`src/rtl/uer_pkg.sv`:
```
`default_nettype none

package uer_pkg;

  // trigger sequence lengths in ticks
  localparam int unsigned TrigLowTicks  = 4;
  localparam int unsigned TrigHighTicks = 10;

  // counter widths
  localparam int unsigned CntW   = 20;
  localparam int unsigned DistW  = 14;
  localparam int unsigned LimitW = 18;
  // dividend is the pulse width (bounded by the range limit) times 16
  localparam int unsigned DivW   = LimitW + 4;
  localparam int unsigned DivCntW = $clog2(DivW);

  localparam logic [CntW-1:0] CntMax = {CntW{1'b1}};

  // register reset values
  localparam logic [7:0] UsPerCmRst   = 8'd58;
  localparam logic [9:0] MaxDistCmRst = 10'd400;
  localparam logic [9:0] TimeoutMsRst = 10'd30;

  // configuration register indexes
  typedef enum logic [1:0] {
    REG_US_PER_CM   = 2'd0,
    REG_MAX_DIST_CM = 2'd1,
    REG_TIMEOUT_MS  = 2'd2,
    REG_NONE        = 2'd3
  } reg_idx_t;

  // measurement phase, one-hot
  typedef enum logic [3:0] {
    PH_IDLE  = 4'b0001,
    PH_TLOW  = 4'b0010,
    PH_THIGH = 4'b0100,
    PH_WAIT  = 4'b1000
  } phase_t;

  // outcome codes
  typedef enum logic [1:0] {
    ST_OK      = 2'd0,
    ST_TIMEOUT = 2'd1,
    ST_BAD     = 2'd2,
    ST_RANGE   = 2'd3
  } status_t;

  // control sequencer, one-hot
  typedef enum logic [2:0] {
    CT_IDLE = 3'b001,
    CT_DIV  = 3'b010,
    CT_HOLD = 3'b100
  } ctrl_t;

  // one result item
  typedef struct packed {
    logic [DistW-1:0] distance_q4;
    status_t          status;
    logic             valid_res;
    logic             done_res;
    logic             busy_res;
    logic             trig_out;
  } result_t;

endpackage

`default_nettype wire

```
`src/rtl/ultrasonic_echo_ranger_top.sv`:
```
// Ultrasonic echo ranger (trigger/echo style ranging sensor controller).
// Input stream: one transaction per microsecond tick, in_tdata carries the
// start request and the sampled echo pin level. Every input transaction gives
// exactly one output transaction with the trigger drive level, busy/done
// flags, the outcome code and the distance in 1/16 cm.
// Configuration: cfg_valid/cfg_ready write channel, cfg_index selects
// us_per_cm (0), max_dist_cm (1) or timeout_ms (2); other indexes are ignored.
// Write registers only while no measurement is running.
// Flow: an accepted tick's result is staged in a register and then moved into
// the output register. On the tick that finishes a valid measurement the
// distance is first computed by a restoring divider that retires one quotient
// bit per cycle, and the staged result moves on to the output register after
// the last quotient bit.
// in_tready is high only while the sequencer is idle, one tick in flight.
// When the receiver stalls (out_tready low) the result waits in the output
// register and the sequencer holds the next result back; no data is lost.
// Reset (rst_n low, synchronous) restores register defaults and the idle
// phase; the output register empties.
`default_nettype none

module ultrasonic_echo_ranger_top (
  input  wire logic        clk,
  input  wire logic        rst_n,
  // input ticks
  input  wire logic        in_tvalid,
  output logic             in_tready,
  input  wire logic [7:0]  in_tdata,   // [0] start_req, [1] echo_level, rest zero
  // results
  output logic             out_tvalid,
  input  wire logic        out_tready,
  output logic [23:0]      out_tdata,  // [0] trig_out, [1] busy_res, [2] done_res,
                                       // [3] valid_res, [5:4] status,
                                       // [19:6] distance_q4, rest zero
  // configuration writes
  input  wire logic        cfg_valid,
  output logic             cfg_ready,
  input  wire logic [1:0]  cfg_index,
  input  wire logic [9:0]  cfg_data
);

  // configuration registers
  logic [7:0] us_per_cm_r;
  logic [9:0] max_dist_cm_r;
  logic [9:0] timeout_ms_r;

  // measurement state
  uer_pkg::phase_t             phase_r, phase_nxt;
  logic [uer_pkg::CntW-1:0]    tick_cnt_r, tick_cnt_nxt;
  logic [uer_pkg::CntW-1:0]    pulse_w_r, pulse_w_nxt;
  logic                        rise_seen_r, rise_seen_nxt;
  logic                        last_echo_r;

  // sequencer and result staging
  uer_pkg::ctrl_t              ctrl_r;
  uer_pkg::result_t            res_r, res_nxt;
  uer_pkg::result_t            out_r;
  logic                        out_valid_r;
  logic                        need_div;
  logic [uer_pkg::LimitW-1:0]  dvd_nxt;

  // restoring divider
  logic [uer_pkg::DivW-1:0]    quo_r;
  logic [7:0]                  rem_r;
  logic [7:0]                  dvs_r;
  logic [uer_pkg::DivCntW-1:0] div_cnt_r;
  logic [8:0]                  rem_sh;
  logic [8:0]                  rem_sub;
  logic                        qbit;

  logic in_acc;
  logic out_free;
  logic start_req;
  logic echo_level;
  logic [uer_pkg::LimitW-1:0]  range_limit;
  logic [uer_pkg::CntW-1:0]    timeout_lim;

  assign start_req  = in_tdata[0];
  assign echo_level = in_tdata[1];

  assign in_tready  = (ctrl_r == uer_pkg::CT_IDLE);
  assign in_acc     = in_tvalid && in_tready;
  assign out_free   = !out_valid_r || out_tready;
  assign cfg_ready  = 1'b1;

  assign out_tvalid = out_valid_r;
  assign out_tdata  = {4'd0, out_r};

  // configuration register writes
  always_ff @(posedge clk) begin
    if (!rst_n) begin
      us_per_cm_r   <= uer_pkg::UsPerCmRst;
      max_dist_cm_r <= uer_pkg::MaxDistCmRst;
      timeout_ms_r  <= uer_pkg::TimeoutMsRst;
    end else if (cfg_valid && cfg_ready) begin
      case (uer_pkg::reg_idx_t'(cfg_index))
        uer_pkg::REG_US_PER_CM:   us_per_cm_r   <= cfg_data[7:0];
        uer_pkg::REG_MAX_DIST_CM: max_dist_cm_r <= cfg_data;
        uer_pkg::REG_TIMEOUT_MS:  timeout_ms_r  <= cfg_data;
        default: ;
      endcase
    end
  end

  // limits derived from the registers
  assign range_limit = uer_pkg::LimitW'(max_dist_cm_r) * uer_pkg::LimitW'(us_per_cm_r);
  assign timeout_lim = uer_pkg::CntW'(timeout_ms_r) * uer_pkg::CntW'(1000);

  // one tick of the measurement state machine
  always_comb begin
    phase_nxt     = phase_r;
    tick_cnt_nxt  = tick_cnt_r;
    pulse_w_nxt   = pulse_w_r;
    rise_seen_nxt = rise_seen_r;
    res_nxt       = '0;
    res_nxt.status = uer_pkg::ST_OK;
    need_div      = 1'b0;
    dvd_nxt       = '0;

    // start only from idle
    if (phase_r == uer_pkg::PH_IDLE && start_req) begin
      phase_nxt     = uer_pkg::PH_TLOW;
      tick_cnt_nxt  = '0;
      pulse_w_nxt   = '0;
      rise_seen_nxt = 1'b0;
    end

    case (phase_nxt)
      uer_pkg::PH_TLOW: begin
        res_nxt.busy_res = 1'b1;
        tick_cnt_nxt = tick_cnt_nxt + 1'b1;
        if (tick_cnt_nxt >= uer_pkg::CntW'(uer_pkg::TrigLowTicks)) begin
          phase_nxt    = uer_pkg::PH_THIGH;
          tick_cnt_nxt = '0;
        end
      end
      uer_pkg::PH_THIGH: begin
        res_nxt.busy_res = 1'b1;
        res_nxt.trig_out = 1'b1;
        tick_cnt_nxt = tick_cnt_nxt + 1'b1;
        if (tick_cnt_nxt >= uer_pkg::CntW'(uer_pkg::TrigHighTicks)) begin
          phase_nxt    = uer_pkg::PH_WAIT;
          tick_cnt_nxt = '0;
        end
      end
      uer_pkg::PH_WAIT: begin
        res_nxt.busy_res = 1'b1;
        // pulse width, restarted on a rising edge
        if (echo_level && !last_echo_r) begin
          rise_seen_nxt = 1'b1;
          pulse_w_nxt   = uer_pkg::CntW'(1);
        end else if (echo_level && pulse_w_nxt != uer_pkg::CntMax) begin
          pulse_w_nxt = pulse_w_nxt + 1'b1;
        end
        // falling edge wins over the timeout
        if (!echo_level && last_echo_r) begin
          res_nxt.done_res = 1'b1;
          if (!rise_seen_nxt || pulse_w_nxt == '0) begin
            res_nxt.status = uer_pkg::ST_BAD;
          end else if (pulse_w_nxt > uer_pkg::CntW'(range_limit)) begin
            res_nxt.status = uer_pkg::ST_RANGE;
          end else begin
            res_nxt.valid_res = 1'b1;
            need_div = 1'b1;
            // width is within the range limit here, so it fits the dividend
            dvd_nxt  = pulse_w_nxt[uer_pkg::LimitW-1:0];
          end
        end else begin
          if (tick_cnt_nxt != uer_pkg::CntMax) begin
            tick_cnt_nxt = tick_cnt_nxt + 1'b1;
          end
          if (tick_cnt_nxt >= timeout_lim) begin
            res_nxt.done_res = 1'b1;
            res_nxt.status   = uer_pkg::ST_TIMEOUT;
          end
        end
        if (res_nxt.done_res) begin
          phase_nxt     = uer_pkg::PH_IDLE;
          tick_cnt_nxt  = '0;
          pulse_w_nxt   = '0;
          rise_seen_nxt = 1'b0;
        end
      end
      default: ;
    endcase
  end

  // measurement state registers, advanced once per accepted tick
  always_ff @(posedge clk) begin
    if (!rst_n) begin
      phase_r     <= uer_pkg::PH_IDLE;
      tick_cnt_r  <= '0;
      pulse_w_r   <= '0;
      rise_seen_r <= 1'b0;
      last_echo_r <= 1'b0;
    end else if (in_acc) begin
      phase_r     <= phase_nxt;
      tick_cnt_r  <= tick_cnt_nxt;
      pulse_w_r   <= pulse_w_nxt;
      rise_seen_r <= rise_seen_nxt;
      last_echo_r <= echo_level;
    end
  end

  // one restoring divide step
  assign rem_sh  = {rem_r, quo_r[uer_pkg::DivW-1]};
  assign qbit    = (rem_sh >= {1'b0, dvs_r});
  assign rem_sub = qbit ? (rem_sh - {1'b0, dvs_r}) : rem_sh;

  // sequencer: take tick, divide if needed, hand result to output register
  always_ff @(posedge clk) begin
    if (!rst_n) begin
      ctrl_r <= uer_pkg::CT_IDLE;
    end else begin
      case (ctrl_r)
        uer_pkg::CT_IDLE: begin
          if (in_acc) begin
            ctrl_r <= need_div ? uer_pkg::CT_DIV : uer_pkg::CT_HOLD;
          end
        end
        uer_pkg::CT_DIV: begin
          if (div_cnt_r == '0) begin
            ctrl_r <= uer_pkg::CT_HOLD;
          end
        end
        uer_pkg::CT_HOLD: begin
          if (out_free) begin
            ctrl_r <= uer_pkg::CT_IDLE;
          end
        end
        default: ctrl_r <= uer_pkg::CT_IDLE;
      endcase
    end
  end

  // divider datapath and result staging
  always_ff @(posedge clk) begin
    if (in_acc) begin
      res_r     <= res_nxt;
      quo_r     <= {dvd_nxt, 4'b0000};
      rem_r     <= '0;
      dvs_r     <= us_per_cm_r;
      div_cnt_r <= uer_pkg::DivCntW'(uer_pkg::DivW - 1);
    end else if (ctrl_r == uer_pkg::CT_DIV) begin
      quo_r     <= {quo_r[uer_pkg::DivW-2:0], qbit};
      rem_r     <= rem_sub[7:0];
      div_cnt_r <= div_cnt_r - 1'b1;
      if (div_cnt_r == '0) begin
        res_r.distance_q4 <= {quo_r[uer_pkg::DistW-2:0], qbit};
      end
    end
  end

  // output register
  always_ff @(posedge clk) begin
    if (!rst_n) begin
      out_valid_r <= 1'b0;
    end else if (ctrl_r == uer_pkg::CT_HOLD && out_free) begin
      out_valid_r <= 1'b1;
    end else if (out_tready) begin
      out_valid_r <= 1'b0;
    end
  end

  always_ff @(posedge clk) begin
    if (ctrl_r == uer_pkg::CT_HOLD && out_free) begin
      out_r <= res_r;
    end
  end

  // a valid distance only comes with an ok outcome on a done tick
  a_valid_ok: assert property (@(posedge clk) disable iff (!rst_n)
    out_valid_r && out_r.valid_res |-> out_r.done_res && out_r.status == uer_pkg::ST_OK)
    else $error("valid result without ok done");

  // distance is zero unless the result is valid
  a_dist_zero: assert property (@(posedge clk) disable iff (!rst_n)
    out_valid_r && !out_r.valid_res |-> out_r.distance_q4 == '0)
    else $error("distance set on non-valid result");

  // the last divide step always moves on to the hold state
  a_div_end: assert property (@(posedge clk) disable iff (!rst_n)
    ctrl_r == uer_pkg::CT_DIV && div_cnt_r == '0 |=> ctrl_r == uer_pkg::CT_HOLD)
    else $error("divider did not finish");

  // trigger high only while busy
  a_trig_busy: assert property (@(posedge clk) disable iff (!rst_n)
    out_valid_r && out_r.trig_out |-> out_r.busy_res && !out_r.done_res)
    else $error("trigger driven outside measurement");

  // one tick in flight: no new transaction right after one is taken
  a_one_tick: assert property (@(posedge clk) disable iff (!rst_n)
    in_acc |=> !in_tready)
    else $error("second tick taken while busy");

endmodule

`default_nettype wire
```
`config.mk`:
```
export PLATFORM = sky130hd
export DESIGN_NAME = ultrasonic_echo_ranger_top
export DESIGN_NICKNAME = d
export VERILOG_FILES = /design/src/rtl/uer_pkg.sv /design/src/rtl/ultrasonic_echo_ranger_top.sv
export SDC_FILE = /design/constraint.sdc
export NUM_CORES = 1
export LEC_CHECK = 0
export ABC_AREA = 1
export BUFFER_PORTS_ARGS = -buffer_cell sky130_fd_sc_hd__buf_2
export CAP_MARGIN = 20
export CELL_PAD_IN_SITES_DETAIL_PLACEMENT = 0
export CELL_PAD_IN_SITES_GLOBAL_PLACEMENT = 1
export CORE_MARGIN = 1
export CORE_UTILIZATION = 47
export DETAILED_ROUTE_END_ITERATION = 10
export GPL_TIMING_DRIVEN = 0
export PLACE_DENSITY = 0.81
export SLEW_MARGIN = 20
export SYNTH_ARGS = -nofsm -noshare
export SYNTH_HDL_FRONTEND = slang
export SYNTH_SLANG_ARGS = --single-unit
export TNS_END_PERCENT = 1
```
`constraint.sdc`:
```
create_clock -name clk -period 6.55 [get_ports clk]
set_input_delay 0.655 -clock clk [delete_from_list [all_inputs] [get_ports clk]]
set_output_delay 0.655 -clock clk [all_outputs]
set_load 0.02 [all_outputs]
```
==> run summary <==
Final WS setup - 0.353 ns
GR Overflow Total - 0
Critical Path Sink Type - register
total number of vias - 11800
Layout Utilization - 53.1%
IO Count - 52
Die Ht - 173 µm
Slew HR - 34.4%
slowest cell on the critical path - fa_1
register area - 3790 µm²
Iter 0 DRT Violations - 839
synthesized netlist cell count - 1834
Reg clk slew, reported paths - 0.08 ns
Tot Pwr - 3.63 mW
P per Cell Area - 238 nW/µm²
EDFF count, synth - 52
Hold Crit Start - res_r[0]
Hold/Removal Path Class - register to register
Mean Syn Cell Area - 7.48 µm²
post-synth cell types - 54
static leakage - 7.88 nW
DRC violations left - 0
hold buffers post-CTS - 0
htree depth - 4
Synth area leader - dfxtp_1
top cells by area, synth - dfxtp_1 (16%), fa_1 (12%), ha_1 (11%)
area grow syn2layout - 11.2%
Async S/R FF share, synth - 0%
R2R Path Start - max_dist_cm_r[0]
Final Cycle Share - 94.6%
HPWL after DPL - 29100 µm
Clock Sinks - 161
DR vias/cell - 5.14
worst stage delay on the critical path - 0.55 ns
Die X - 173 µm
Worst VDD drop - 0.000184 V
FF-to-FF End - quo_r[13]
first-pass GRT wire length - 58800 µm
Fin Setup TNS - 0 ns
Max-Cap Viols - 0
final hold viol count - 0
Critical Path RT - 6.82 ns
share of layout cells above drive strength 1 - 10.5%
status - finished, final reports clean
Post-Layout Cell Count - 2294
flop2flop setup slack - 0.35 ns
final wirelength - 36700 µm
area occupied by multi-input gates - 8350 µm²
core box area - 28700 µm²
Initial Util - 47.8%
Most Frequent Cell on Critical Path - nand2_1
deepest clock path buffer count - 2
initial antenna violation count - 0
diode count - 0
most frequent cells after synthesis - nand2_1 (397), inv_1 (340), nor2_1 (129), ha_1 (125), a21oi_1 (123)
Worst Hold Path EP - out_tdata[0]
num rows - 62
clock root buffer - clkbuf_16
final hold slack - 0.428 ns
post-route cell area - 15300 µm²
CP startpoint kind - register
dpl ws - -0.174 ns
FILL cells - 2862
crit path max fanout - 10
DP Cell Count - 2263
per-cell routed wire length - 16.0 µm
R2R depth - 31
CTS buffer count - 17
vias in the first global route - 11200
Final ANT Viol Nets - 0
dominant synthesized flop cell - dfxtp_1
die area - 29900 µm²
CTS tree - yes
crit path time final - 6.20 ns
worst slew pin tran - 0.982 ns
Worst Skew - 0.0139 ns
Worst-Skew Late Latency - 0.43 ns
Slew Limit Fails - 0
yosys warns - 0
share of the synthesized area in the top cell type - 15.9%
CP Class - register to register
RSZ-0062 raised after global routing - false
#FFs+latches synth - 161
most common cell in the netlist - nand2_1
GPL Wtd Cong - 0.878
final net count - 2126
number of port buffers - 39
Min-Delay Path Depth - 0
final setup vio count - 0
CP Data Arrival Time - 6.47 ns
GRT Util Overall - 24.8%
fmax - 161 MHz
maximum number of pins on one net before global-route repair - 25
DRT Pass-1 Iters - 7
sequential-to-total area share from yosys stat - 27.3%
Synth Cell Area - 13700 µm²
Post-DP Area - 14400 µm²
==> critical path, delay by kind of cell, from the launching register on <==
family,cells,cell delay (ns)
flops,1,0.43
buf+inv,6,0.45
compound gates,8,1.26
xor+xnor,1,0.24
simple gates,10,0.90
fa+ha+maj,6,2.74
==> placed cells by master, fill, tap and decap left out, types with 17 or more instances in the layout <==
master / count
ha_1: 123
a21oi_1: 121
nand2_1: 396
nand4_1: 26
o21ai_1: 24
inv_1: 338
nand3_1: 107
clkbuf_16: 18
buf_2: 47
nor2_1: 129
buf_4: 17
xor2_1: 41
o21ai_0: 66
clkbuf_1: 31
dfxtp_1: 92
edfxtp_1: 52
fa_1: 79
==> logic make-up after synthesis <==
kind of cell,synth area share (%)
simple gates,23.3
buf+inv,12.5
other cells,0.0548
fa+ha+maj,22.9
compound gates,10.5
xor+xnor,3.38
flops,27.3
==> where the power goes <==
part,leakage (nW),switching (mW),internal [mW]
combinational,6.20,0.913,0.581
clock,0.302,0.509,0.528
sequential,1.38,0.0358,1.06
==> per-layer routing <==
metal  wire, µm  part of all wire [%]  GRT usage [%]
met2      16900                    46           40.8
met5          0                     0              0
met1      17500                    48           34.6
met4        753                   2.1           6.71
met3       1500                   4.1           2.81
==> how the worst max path moves through the flow <==
stage	start	endpoint	slack, ns	depth (start not counted)
after CTS	timeout_ms_r[2]	tick_cnt_r[18]	0.007	31
after global routing	timeout_ms_r[2]	tick_cnt_r[18]	0.002	31
final	max_dist_cm_r[0]	quo_r[13]	0.35	31
after global placement	us_per_cm_r[7]	quo_r[11]	-0.15	35
after floorplan	us_per_cm_r[7]	quo_r[13]	0.65	35
after detailed placement	max_dist_cm_r[0]	quo_r[13]	-0.17	35
==> flip-flops by register name, indices dropped and copies added (netlist names), 3 cells and up <==
| register | count |
|---|---|
| timeout_ms_r | 10 |
| us_per_cm_r | 8 |
| res_r | 20 |
| phase_r | 4 |
| out_tdata | 20 |
| ctrl_r | 3 |
| pulse_w_r | 20 |
| quo_r | 22 |
| dvs_r | 8 |
| rem_r | 8 |
| max_dist_cm_r | 10 |
| tick_cnt_r | 20 |
| div_cnt_r | 5 |
==> timing repair <==
item / CTS / global route
gates resized for setup: 8 / 54
setup endpoints to repair: 15 / 67
pin swaps: 0 / 15
gates cloned: 0 / 1
setup buffers: 0 / 10
==> layout make-up <==
| type | instances | share of cell area [%] |
|---|---|---|
| Buffer | 57 | 2.35 |
| Inverter | 357 | 8.80 |
| Clock inverter | 15 | 1.29 |
| Tap cell | 384 | 3.15 |
| Sequential cell | 161 | 24.8 |
| Timing Repair Buffer | 53 | 2.02 |
| Clock buffer | 17 | 2.79 |
| Multi-Input combinational cell | 1250 | 54.8 |
Power figures use the tool's default switching activity.
